File: src/sv/work_rest_cycle_timer_defines.svh
// Assertion macros shared by the timer's top module and its result queue.
// Each macro assumes the module has clk_i and rst_ni in scope.
`ifndef WORK_REST_CYCLE_TIMER_DEFINES_SVH
`define WORK_REST_CYCLE_TIMER_DEFINES_SVH

`ifndef SYNTHESIS
`define WRCT_ASSERT(lbl, prop, msg) \
  lbl: assert property (@(posedge clk_i) disable iff (!rst_ni) (prop)) else $error(msg);
`define WRCT_ASSERT_NEVER(lbl, cond, msg) \
  `WRCT_ASSERT(lbl, !(cond), msg)
`else
`define WRCT_ASSERT(lbl, prop, msg)
`define WRCT_ASSERT_NEVER(lbl, cond, msg)
`endif

`endif

File: src/sv/wrct_pkg.sv
`default_nettype none

package wrct_pkg;

  // Input modes.
  localparam logic [1:0] ModeTick    = 2'd0;
  localparam logic [1:0] ModeKey     = 2'd1;
  localparam logic [1:0] ModeRestart = 2'd2;

  // Result kinds.
  localparam logic [1:0] EvRestBegin = 2'd0;
  localparam logic [1:0] EvCountdown = 2'd1;
  localparam logic [1:0] EvWorkBegin = 2'd2;
  localparam logic [1:0] EvQuit      = 2'd3;

  // Configuration register indexes.
  localparam int unsigned CfgIndexW = 3;
  localparam logic [CfgIndexW-1:0] RegInitialRest = 3'd0;
  localparam logic [CfgIndexW-1:0] RegBreak       = 3'd1;
  localparam logic [CfgIndexW-1:0] RegWork        = 3'd2;
  localparam logic [CfgIndexW-1:0] RegPostpone    = 3'd3;
  localparam logic [CfgIndexW-1:0] RegKeyDelay    = 3'd4;

  localparam int unsigned SecW   = 17;
  localparam int unsigned RestW  = 20;
  localparam int unsigned DelayW = 8;

  localparam logic [RestW-1:0] LongRest = 20'd999999;

  // Key codes (ASCII).
  localparam logic [7:0] KeyQ      = 8'h71;
  localparam logic [7:0] KeyR      = 8'h72;
  localparam logic [7:0] KeyC      = 8'h63;
  localparam logic [7:0] KeyL      = 8'h6C;
  localparam logic [7:0] KeyB      = 8'h62;
  localparam logic [7:0] KeyUpperA = 8'h41;
  localparam logic [7:0] KeyUpperZ = 8'h5A;
  localparam logic [7:0] KeyCaseBit = 8'h20;

  // Result queue geometry.
  localparam int unsigned FifoDepth = 4;
  localparam int unsigned PtrW      = $clog2(FifoDepth);
  localparam int unsigned CntW      = $clog2(FifoDepth + 1);

  typedef enum logic [1:0] {
    PhaseIdle = 2'd0,
    PhaseWork = 2'd1,
    PhaseRest = 2'd2
  } phase_e;

  typedef struct packed {
    logic [1:0] mode;
    logic [7:0] key_code;
  } in_item_t;

  typedef struct packed {
    logic [1:0]       event_kind;
    logic [RestW-1:0] seconds_shown;
    logic             last_of_run;
  } out_item_t;

  typedef struct packed {
    phase_e            phase;
    logic [RestW-1:0]  rest_remaining;
    logic [SecW-1:0]   work_left;
    logic [DelayW-1:0] delay_left;
    logic              keys_allowed;
  } state_t;

  typedef struct packed {
    logic [SecW-1:0]   initial_rest_seconds;
    logic [SecW-1:0]   brk_len;
    logic [SecW-1:0]   work_len;
    logic [SecW-1:0]   post_len;
    logic [DelayW-1:0] key_delay_seconds;
  } cfg_t;

  // Results written into the queue at once: num is 0, 1 or 2.
  typedef struct packed {
    logic [1:0] num;
    out_item_t  item0;
    out_item_t  item1;
  } push_t;

endpackage

`default_nettype wire

File: src/sv/work_rest_cycle_timer.sv
`default_nettype none

// Work/rest cycle timer. Each input item is a one-second tick, a key press or
// a restart of rest; the block keeps the phase (idle, working or resting), the
// rest countdown, the work timer and the key-enable delay, and answers each
// item with zero, one or two result items, the last one flagged by
// last_of_run. An accepted item is held in the input register and is then
// evaluated combinationally once the four-entry result queue has room for two
// results; its results can be taken on the following cycle.
// Items that cause at most one result flow at one per cycle while the output
// side takes one result per cycle; the tick that ends a rest causes two
// results, so for a stream of those the single output port limits the rate.
// The input stays ready as long as the input register is empty or the queue
// holds at most two results; it drops while an item waits for room.
// Configuration registers are written through cfg_we_i, cfg_index_i and
// cfg_data_i; the user must write them only while no item is in flight, which
// the block does not enforce. Writes to an index above four are ignored.

`include "work_rest_cycle_timer_defines.svh"

module work_rest_cycle_timer (
  input  wire logic                                 clk_i,
  input  wire logic                                 rst_ni,
  input  wire logic                                 cfg_we_i,
  input  wire logic [wrct_pkg::CfgIndexW-1:0]       cfg_index_i,
  input  wire logic [wrct_pkg::SecW-1:0]            cfg_data_i,
  input  wire logic                                 in_valid_i,
  output logic                                      in_ready_o,
  input  wire wrct_pkg::in_item_t                   in_item_i,
  output logic                                      out_valid_o,
  input  wire logic                                 out_ready_i,
  output wrct_pkg::out_item_t                       out_item_o
);

  // Configuration registers.
  wrct_pkg::cfg_t cfg_q;

  always_ff @(posedge clk_i or negedge rst_ni) begin
    if (!rst_ni) begin
      cfg_q.initial_rest_seconds <= wrct_pkg::SecW'(300);
      cfg_q.brk_len              <= wrct_pkg::SecW'(300);
      cfg_q.work_len             <= wrct_pkg::SecW'(3000);
      cfg_q.post_len             <= wrct_pkg::SecW'(300);
      cfg_q.key_delay_seconds    <= wrct_pkg::DelayW'(5);
    end else if (cfg_we_i) begin
      case (cfg_index_i)
        wrct_pkg::RegInitialRest: cfg_q.initial_rest_seconds <= cfg_data_i;
        wrct_pkg::RegBreak:       cfg_q.brk_len              <= cfg_data_i;
        wrct_pkg::RegWork:        cfg_q.work_len             <= cfg_data_i;
        wrct_pkg::RegPostpone:    cfg_q.post_len             <= cfg_data_i;
        wrct_pkg::RegKeyDelay:
          cfg_q.key_delay_seconds <= cfg_data_i[wrct_pkg::DelayW-1:0];
        default: begin
        end
      endcase
    end
  end

  // Input register. It advances when the result queue can take two results.
  logic               in_valid_q, in_valid_d;
  wrct_pkg::in_item_t in_q;
  logic               room;
  logic               proc;
  logic               in_accept;

  assign proc       = in_valid_q && room;
  assign in_ready_o = !in_valid_q || room;
  assign in_accept  = in_valid_i && in_ready_o;
  assign in_valid_d = in_accept || (in_valid_q && !proc);

  always_ff @(posedge clk_i or negedge rst_ni) begin
    if (!rst_ni) begin
      in_valid_q <= 1'b0;
    end else begin
      in_valid_q <= in_valid_d;
    end
  end

  always_ff @(posedge clk_i) begin
    if (in_accept) begin
      in_q <= in_item_i;
    end
  end

  // Timer state, updated once per evaluated item.
  wrct_pkg::state_t state_q, state_d;
  wrct_pkg::push_t  push;

  wrct_step u_step (
    .valid_i (proc),
    .item_i  (in_q),
    .state_i (state_q),
    .cfg_i   (cfg_q),
    .state_o (state_d),
    .push_o  (push)
  );

  always_ff @(posedge clk_i or negedge rst_ni) begin
    if (!rst_ni) begin
      state_q.phase          <= wrct_pkg::PhaseIdle;
      state_q.rest_remaining <= '0;
      state_q.work_left      <= '0;
      state_q.delay_left     <= '0;
      state_q.keys_allowed   <= 1'b0;
    end else if (proc) begin
      state_q <= state_d;
    end
  end

  wrct_result_fifo u_result_fifo (
    .clk_i       (clk_i),
    .rst_ni      (rst_ni),
    .push_i      (push),
    .room_o      (room),
    .out_valid_o (out_valid_o),
    .out_ready_i (out_ready_i),
    .out_item_o  (out_item_o)
  );

  // Keys stay locked for as long as the key delay runs.
  `WRCT_ASSERT(a_delay_locks_keys, state_q.delay_left != '0 |-> !state_q.keys_allowed,
    "keys enabled while the key delay still runs")
  // Keys are only ever enabled by a tick that ends the delay.
  `WRCT_ASSERT(a_keys_on_tick, $rose(state_q.keys_allowed) |->
    $past(proc) && $past(in_q.mode) == wrct_pkg::ModeTick,
    "keys enabled by something other than a tick")
  // The work timer only holds time while working.
  `WRCT_ASSERT(a_work_only_working,
    state_q.work_left != '0 |-> state_q.phase == wrct_pkg::PhaseWork,
    "work timer running outside the working phase")
  // A held input item is not lost or altered while the queue lacks room for two results.
  `WRCT_ASSERT(a_hold_input, in_valid_q && !proc |=> in_valid_q && $stable(in_q),
    "stalled input item dropped or changed")

endmodule

`default_nettype wire

File: src/sv/wrct_step.sv
`default_nettype none

module wrct_step (
  input  wire logic              valid_i,
  input  wire wrct_pkg::in_item_t item_i,
  input  wire wrct_pkg::state_t   state_i,
  input  wire wrct_pkg::cfg_t     cfg_i,
  output wrct_pkg::state_t        state_o,
  output wrct_pkg::push_t         push_o
);

  function automatic wrct_pkg::state_t begin_rest(
    input wrct_pkg::state_t                s,
    input logic [wrct_pkg::SecW-1:0]       secs,
    input logic [wrct_pkg::DelayW-1:0]     delay
  );
    wrct_pkg::state_t r;
    r = s;
    r.phase          = wrct_pkg::PhaseRest;
    r.rest_remaining = wrct_pkg::RestW'(secs);
    r.work_left      = '0;
    r.keys_allowed   = 1'b0;
    r.delay_left     = (delay == '0) ? wrct_pkg::DelayW'(1) : delay;
    return r;
  endfunction

  function automatic wrct_pkg::state_t begin_work(
    input wrct_pkg::state_t          s,
    input logic [wrct_pkg::SecW-1:0] secs
  );
    wrct_pkg::state_t r;
    r = s;
    r.phase      = wrct_pkg::PhaseWork;
    r.work_left  = (secs == '0) ? wrct_pkg::SecW'(1) : secs;
    r.delay_left = '0;
    return r;
  endfunction

  wrct_pkg::state_t    st;
  wrct_pkg::out_item_t ev0;
  wrct_pkg::out_item_t ev1;
  logic [1:0]          num;
  logic [7:0]          key_lc;

  always_comb begin
    st     = state_i;
    num    = 2'd0;
    ev0    = '0;
    ev1    = '0;
    key_lc = item_i.key_code;
    if (key_lc >= wrct_pkg::KeyUpperA && key_lc <= wrct_pkg::KeyUpperZ) begin
      key_lc = key_lc | wrct_pkg::KeyCaseBit;
    end

    if (valid_i) begin
      case (item_i.mode)
        wrct_pkg::ModeTick: begin
          // The key delay is served before the phase.
          if (st.delay_left != '0) begin
            st.delay_left = st.delay_left - wrct_pkg::DelayW'(1);
            if (st.delay_left == '0) begin
              st.keys_allowed = 1'b1;
            end
          end
          case (st.phase)
            wrct_pkg::PhaseRest: begin
              if (st.rest_remaining != '0) begin
                st.rest_remaining = st.rest_remaining - wrct_pkg::RestW'(1);
              end
              ev0 = '{event_kind: wrct_pkg::EvCountdown,
                      seconds_shown: st.rest_remaining, last_of_run: 1'b0};
              num = 2'd1;
              if (st.rest_remaining == '0) begin
                st  = begin_work(st, cfg_i.work_len);
                ev1 = '{event_kind: wrct_pkg::EvWorkBegin,
                        seconds_shown: '0, last_of_run: 1'b0};
                num = 2'd2;
              end
            end
            wrct_pkg::PhaseWork: begin
              if (st.work_left <= wrct_pkg::SecW'(1)) begin
                st  = begin_rest(st, cfg_i.brk_len, cfg_i.key_delay_seconds);
                ev0 = '{event_kind: wrct_pkg::EvRestBegin,
                        seconds_shown: st.rest_remaining, last_of_run: 1'b0};
                num = 2'd1;
              end else begin
                st.work_left = st.work_left - wrct_pkg::SecW'(1);
              end
            end
            default: begin
            end
          endcase
        end
        wrct_pkg::ModeKey: begin
          if (st.keys_allowed) begin
            case (key_lc)
              wrct_pkg::KeyQ: begin
                ev0 = '{event_kind: wrct_pkg::EvQuit, seconds_shown: '0,
                        last_of_run: 1'b0};
                num = 2'd1;
              end
              wrct_pkg::KeyR: begin
                st  = begin_work(st, cfg_i.post_len);
                ev0 = '{event_kind: wrct_pkg::EvWorkBegin, seconds_shown: '0,
                        last_of_run: 1'b0};
                num = 2'd1;
              end
              wrct_pkg::KeyC: begin
                st  = begin_work(st, cfg_i.work_len);
                ev0 = '{event_kind: wrct_pkg::EvWorkBegin, seconds_shown: '0,
                        last_of_run: 1'b0};
                num = 2'd1;
              end
              wrct_pkg::KeyL: begin
                st.rest_remaining = wrct_pkg::LongRest;
                ev0 = '{event_kind: wrct_pkg::EvCountdown,
                        seconds_shown: st.rest_remaining, last_of_run: 1'b0};
                num = 2'd1;
              end
              wrct_pkg::KeyB: begin
                st  = begin_rest(st, cfg_i.brk_len, cfg_i.key_delay_seconds);
                ev0 = '{event_kind: wrct_pkg::EvRestBegin,
                        seconds_shown: st.rest_remaining, last_of_run: 1'b0};
                num = 2'd1;
              end
              default: begin
              end
            endcase
          end
        end
        wrct_pkg::ModeRestart: begin
          st  = begin_rest(st, cfg_i.initial_rest_seconds, cfg_i.key_delay_seconds);
          ev0 = '{event_kind: wrct_pkg::EvRestBegin,
                  seconds_shown: st.rest_remaining, last_of_run: 1'b0};
          num = 2'd1;
        end
        default: begin
        end
      endcase
    end

    // Flag the final result of the item.
    if (num == 2'd1) begin
      ev0.last_of_run = 1'b1;
    end
    if (num == 2'd2) begin
      ev1.last_of_run = 1'b1;
    end
  end

  assign state_o = st;
  assign push_o  = '{num: num, item0: ev0, item1: ev1};

endmodule

`default_nettype wire

File: src/sv/wrct_result_fifo.sv
`default_nettype none

`include "work_rest_cycle_timer_defines.svh"

module wrct_result_fifo (
  input  wire logic                 clk_i,
  input  wire logic                 rst_ni,
  input  wire wrct_pkg::push_t      push_i,
  output logic                      room_o,
  output logic                      out_valid_o,
  input  wire logic                 out_ready_i,
  output wrct_pkg::out_item_t       out_item_o
);

  wrct_pkg::out_item_t             mem_q [wrct_pkg::FifoDepth];
  logic [wrct_pkg::PtrW-1:0]       wr_ptr_q, wr_ptr_d;
  logic [wrct_pkg::PtrW-1:0]       rd_ptr_q, rd_ptr_d;
  logic [wrct_pkg::CntW-1:0]       count_q, count_d;
  logic [wrct_pkg::PtrW-1:0]       wr_ptr_next;
  logic                            pop;

  assign pop         = out_valid_o && out_ready_i;
  assign wr_ptr_next = wr_ptr_q + wrct_pkg::PtrW'(1);
  assign room_o      = count_q <= wrct_pkg::CntW'(wrct_pkg::FifoDepth - 2);
  assign out_valid_o = count_q != '0;
  assign out_item_o  = mem_q[rd_ptr_q];

  assign wr_ptr_d = wr_ptr_q + wrct_pkg::PtrW'(push_i.num);
  assign rd_ptr_d = rd_ptr_q + wrct_pkg::PtrW'(pop);
  assign count_d  = count_q + wrct_pkg::CntW'(push_i.num) - wrct_pkg::CntW'(pop);

  always_ff @(posedge clk_i or negedge rst_ni) begin
    if (!rst_ni) begin
      wr_ptr_q <= '0;
      rd_ptr_q <= '0;
      count_q  <= '0;
    end else begin
      wr_ptr_q <= wr_ptr_d;
      rd_ptr_q <= rd_ptr_d;
      count_q  <= count_d;
    end
  end

  always_ff @(posedge clk_i) begin
    if (push_i.num != 2'd0) begin
      mem_q[wr_ptr_q] <= push_i.item0;
    end
    if (push_i.num == 2'd2) begin
      mem_q[wr_ptr_next] <= push_i.item1;
    end
  end

  `WRCT_ASSERT_NEVER(a_count_bound, count_q > wrct_pkg::CntW'(wrct_pkg::FifoDepth),
    "result queue holds more items than its depth")
  `WRCT_ASSERT(a_push_has_room, push_i.num != 2'd0 |-> room_o,
    "results pushed into a queue without room for two")
  `WRCT_ASSERT(a_ptr_count, (wr_ptr_q - rd_ptr_q) == count_q[wrct_pkg::PtrW-1:0],
    "queue pointers disagree with the fill count")

endmodule

`default_nettype wire
File: config.mk
export PLATFORM = sky130hd
export DESIGN_NAME = work_rest_cycle_timer
export DESIGN_NICKNAME = d
export VERILOG_FILES = /design/src/sv/wrct_pkg.sv /design/src/sv/work_rest_cycle_timer.sv /design/src/sv/wrct_step.sv /design/src/sv/wrct_result_fifo.sv
export VERILOG_INCLUDE_DIRS = /design/src /design/src/sv
export SDC_FILE = /design/constraint.sdc
export NUM_CORES = 1
export LEC_CHECK = 0
export BUFFER_PORTS_ARGS = -buffer_cell sky130_fd_sc_hd__buf_4
export CAP_MARGIN = 0
export CELL_PAD_IN_SITES_DETAIL_PLACEMENT = 0
export CELL_PAD_IN_SITES_GLOBAL_PLACEMENT = 2
export CORE_MARGIN = 4
export CORE_UTILIZATION = 43
export DETAILED_ROUTE_END_ITERATION = 8
export PLACE_DENSITY_LB_ADDON = 0.3
export SYNTH_ARGS = -nofsm -noshare
export SYNTH_HDL_FRONTEND = slang
export SYNTH_SLANG_ARGS = --single-unit
File: constraint.sdc
create_clock -name clk_i -period 8.65 [get_ports clk_i]
set_input_delay 0.865 -clock clk_i [delete_from_list [all_inputs] [get_ports clk_i]]
set_output_delay 0.865 -clock clk_i [all_outputs]
set_load 0.03 [all_outputs]
==> out/metrics.csv <==
stage,metric,value,unit
clock_tree,clk_lat worst skew,0.54,ns
die,I/O pin total,60,
worst_setup_path,WP buf/inv,0,
clock_tree,clock buffer depth,3,
yosys,Mean Syn Cell Area,9.555,um^2
yosys,Synthesis Warnings,0,
yosys,Synth Instances,1302,
clock_tree,CTS H-tree depth,1,
finish,area delta synth->final,12.69,%
clock_tree,Post-CTS Resized,0,
clock_tree,Post-CTS Hold Buffers,0,
worst_setup_path,"Req. time, crit path",9.04,ns
placed_design,DPL Wire Length,24.35,mm
placed_design,port bufs,58,
finish,Register Area,5522,um^2
yosys,post-synth top area cell,dfrtp_1,
global_routing,vias in the first global route,9608,
worst_setup_path,RR Startpoint,state_q[33]$_DFFE_PN0P_,
yosys,register bit total from synthesis,233,
pwr,overall power,0.003951,W
worst_setup_path,Register-to-Register Setup Slack,4.47,ns
yosys,syn nets,1356,
global_routing,remaining global-route overflow,0,
global_routing,largest net degree at the start of global routing,74,
worst_setup_path,"slowest stage delay, CP",0.78,ns
finish,Nets,1382,
yosys,Area contributors post-synth,"dfrtp_1 22%, dfxtp_1 14%, mux2_2 6.8%",
timing,final setup fails,0,
global_routing,gr usage total,0.2238,
clock_tree,Num CTS Buffers,27,
yosys,Synth Flop Type,dfrtp_1,
worst_setup_path,"Largest delay share family, worst path",simple AND/OR/NAND/NOR gates,
hold_path,Worst Hold Class,in2async,
timing,slew margin rel.,0.2758,
drt,Remaining DRCs,0,
worst_setup_path,CP Cell Sequence,"nor3_1, nand3_1, o31a_1, a2111oi_0, o2111a_2, nand3_4, nor3_4, nor2_1",
clock_tree,Num Clock Sinks,233,
timing,worst-margin pin slew,1.078,ns
die,Die Y-Extent,178.1,um
drt,Initial DRC Count,738,
timing,setup TNS,0,ns
timing,Fmax,0.2391,GHz
finish,Ant. Diodes,0,
drt,drt via density,5.738,
flow_run,Max Cap Viol,0,
global_routing,initial antenna violation count,1,
clock_tree,CTS tree,done,
die,Core Region,28630,um^2
die,Die Width,178.1,um
finish,Filler cells,2733,
finish,ratio of cells with drive above 1 in the final layout,0.2098,
yosys,sequential-to-total area share from yosys stat,0.4438,
yosys,Mapped Area,12440,um^2
pwr,PwrDens,281.8,nW/um^2
worst_setup_path,reg2reg path depth,8,
drt,total number of vias,9944,
timing,Clock Skews,0.02304,ns
worst_setup_path,CP Max Fanout,19,
yosys,fraction of registers with async set/reset,0.5665,
timing,final hold violations,0,
drt,Post-DRT Antenna Nets,0,
pwr,static leakage,5.475,nW
finish,multi-input logic area,6454,um^2
clock_tree,clock-pin slew on the worst setup and hold paths,0.06,ns
yosys,area share of the largest cell type after synthesis,0.2233,
timing,Final Critical Period,4.182,ns
yosys,Post-synth EDFFs,17,
drt,WL final,35.66,mm
die,die area,31720,um^2
worst_setup_path,Crit Path Class,reg2reg,
worst_setup_path,crit end category,flop,
yosys,most frequent cells after synthesis,"199 x nand2_1, 124 x nor2_1, 111 x dfrtp_1",
placed_design,routability-driven placement congestion ratio,0.8965,
yosys,top-count cell post-synth,nand2_1,
die,row cnt,62,
worst_setup_path,WP data arrival,4.57,ns
timing,Tcrit/Tclk final,0.4834,
finish,Util after Layout,0.4898,
worst_setup_path,Reg-to-Reg End,u_result_fifo.mem_q[1][12]$_SDFFE_PP0P_,
worst_setup_path,CP startpoint kind,flop,
status,status,finished clean,
worst_setup_path,slowest CP cell,nor3_4,
drt,drt wl/cell,20.58,um
timing,Max Transition Viols Final,0,
drt,drt first pass iters,5,
die,effective utilization at floorplan,0.4346,
pwr,worst vdd ir,196.5,uV
yosys,count of different cell masters after synthesis,94,
timing,RSZ-0062 raised after global routing,no,
global_routing,first-pass GRT wire length,56.01,mm
clock_tree,post-CTS setup buffer count,0,
clock_tree,clk root buf,clkbuf_16,
worst max-delay path by stage:
stage | startpoint | to | cells past startpoint | slack [ns]
floorplan | state_q[27]$_DFFE_PN0P_ | u_result_fifo.count_q[2]$_DFF_PN0_ | 14 | 5.21
global placement | state_q[26]$_DFFE_PN0P_ | u_result_fifo.count_q[2]$_DFF_PN0_ | 12 | 4.58
detailed placement | state_q[33]$_DFFE_PN0P_ | u_result_fifo.mem_q[1][12]$_SDFFE_PP0P_ | 8 | 4.57
CTS | state_q[33]$_DFFE_PN0P_ | u_result_fifo.count_q[2]$_DFF_PN0_ | 10 | 4.55
global route | state_q[33]$_DFFE_PN0P_ | u_result_fifo.count_q[2]$_DFF_PN0_ | 10 | 4.17
finish | state_q[33]$_DFFE_PN0P_ | u_result_fifo.mem_q[1][12]$_SDFFE_PP0P_ | 8 | 4.47
placed cells by master (no fill, tap or decap), drive strengths merged, types with 32 or more instances in the layout:
cell	Yosys	final
o21ai	83	83
a21oi	93	93
dfrtp	111	111
nand2	199	199
mux2	76	76
dfxtp	84	84
nor3	32	32
clkbuf	49	40
buf	31	78
nor2	125	125
through the flow:
step,hold slack [ns],instances,setup slack (ns),instance area (um^2)
2_1_floorplan,0.4309,1302,5.212,12440
3_3_place_gp,0.4388,1683,4.580,13170
3_5_place_dp,0.4444,1683,4.573,13170
4_1_cts,0.3271,1733,4.551,14020
5_1_grt,0.3536,1733,4.170,14020
6_report,0.3210,1733,4.468,14020
kinds of logic after synthesis:
| group | after synthesis | synth area share |
|---|---|---|
| DFF | 233 | 0.4438 |
| AOI/OAI and AO/OA | 305 | 0.1597 |
| buffers and inverters | 113 | 0.04063 |
| xor gates and xnor gates | 33 | 0.02323 |
| and+or+nand+nor | 475 | 0.1823 |
| adders and majority gates | 19 | 0.01971 |
| muxes | 124 | 0.1305 |
power by group:
group	switching [W]	internal [W]
registers	0.000263	0.00133
logic	0.000740	0.000518
clock network	0.000451	0.000649
final cells by class:
| cell class | instances | share of cell area |
|---|---|---|
| Multi-Input combinational cell | 956 | 0.4603 |
| Sequential cell | 233 | 0.3938 |
| Clock buffer | 40 | 0.05533 |
| Timing Repair Buffer | 78 | 0.04203 |
| Tap cell | 384 | 0.03427 |
| Inverter | 32 | 0.008568 |
| Clock inverter | 10 | 0.005622 |
state kept, by name, indices dropped and copies added, names as in the netlist:
register                cells
u_result_fifo.mem_q        92
state_q                    48
u_result_fifo.wr_ptr_q      2
u_result_fifo.rd_ptr_q      2
u_result_fifo.count_q       3
in_valid_q                  1
in_q                        9
cfg_q                      76
routing by layer:
metal  global-route usage  routed length (um)
met2               0.3500               16160
met1               0.3307               17150
met5                    0                   0
met4              0.04834                 684
met3              0.03349                1671
No activity file was read; power rests on OpenSTA's default activity.
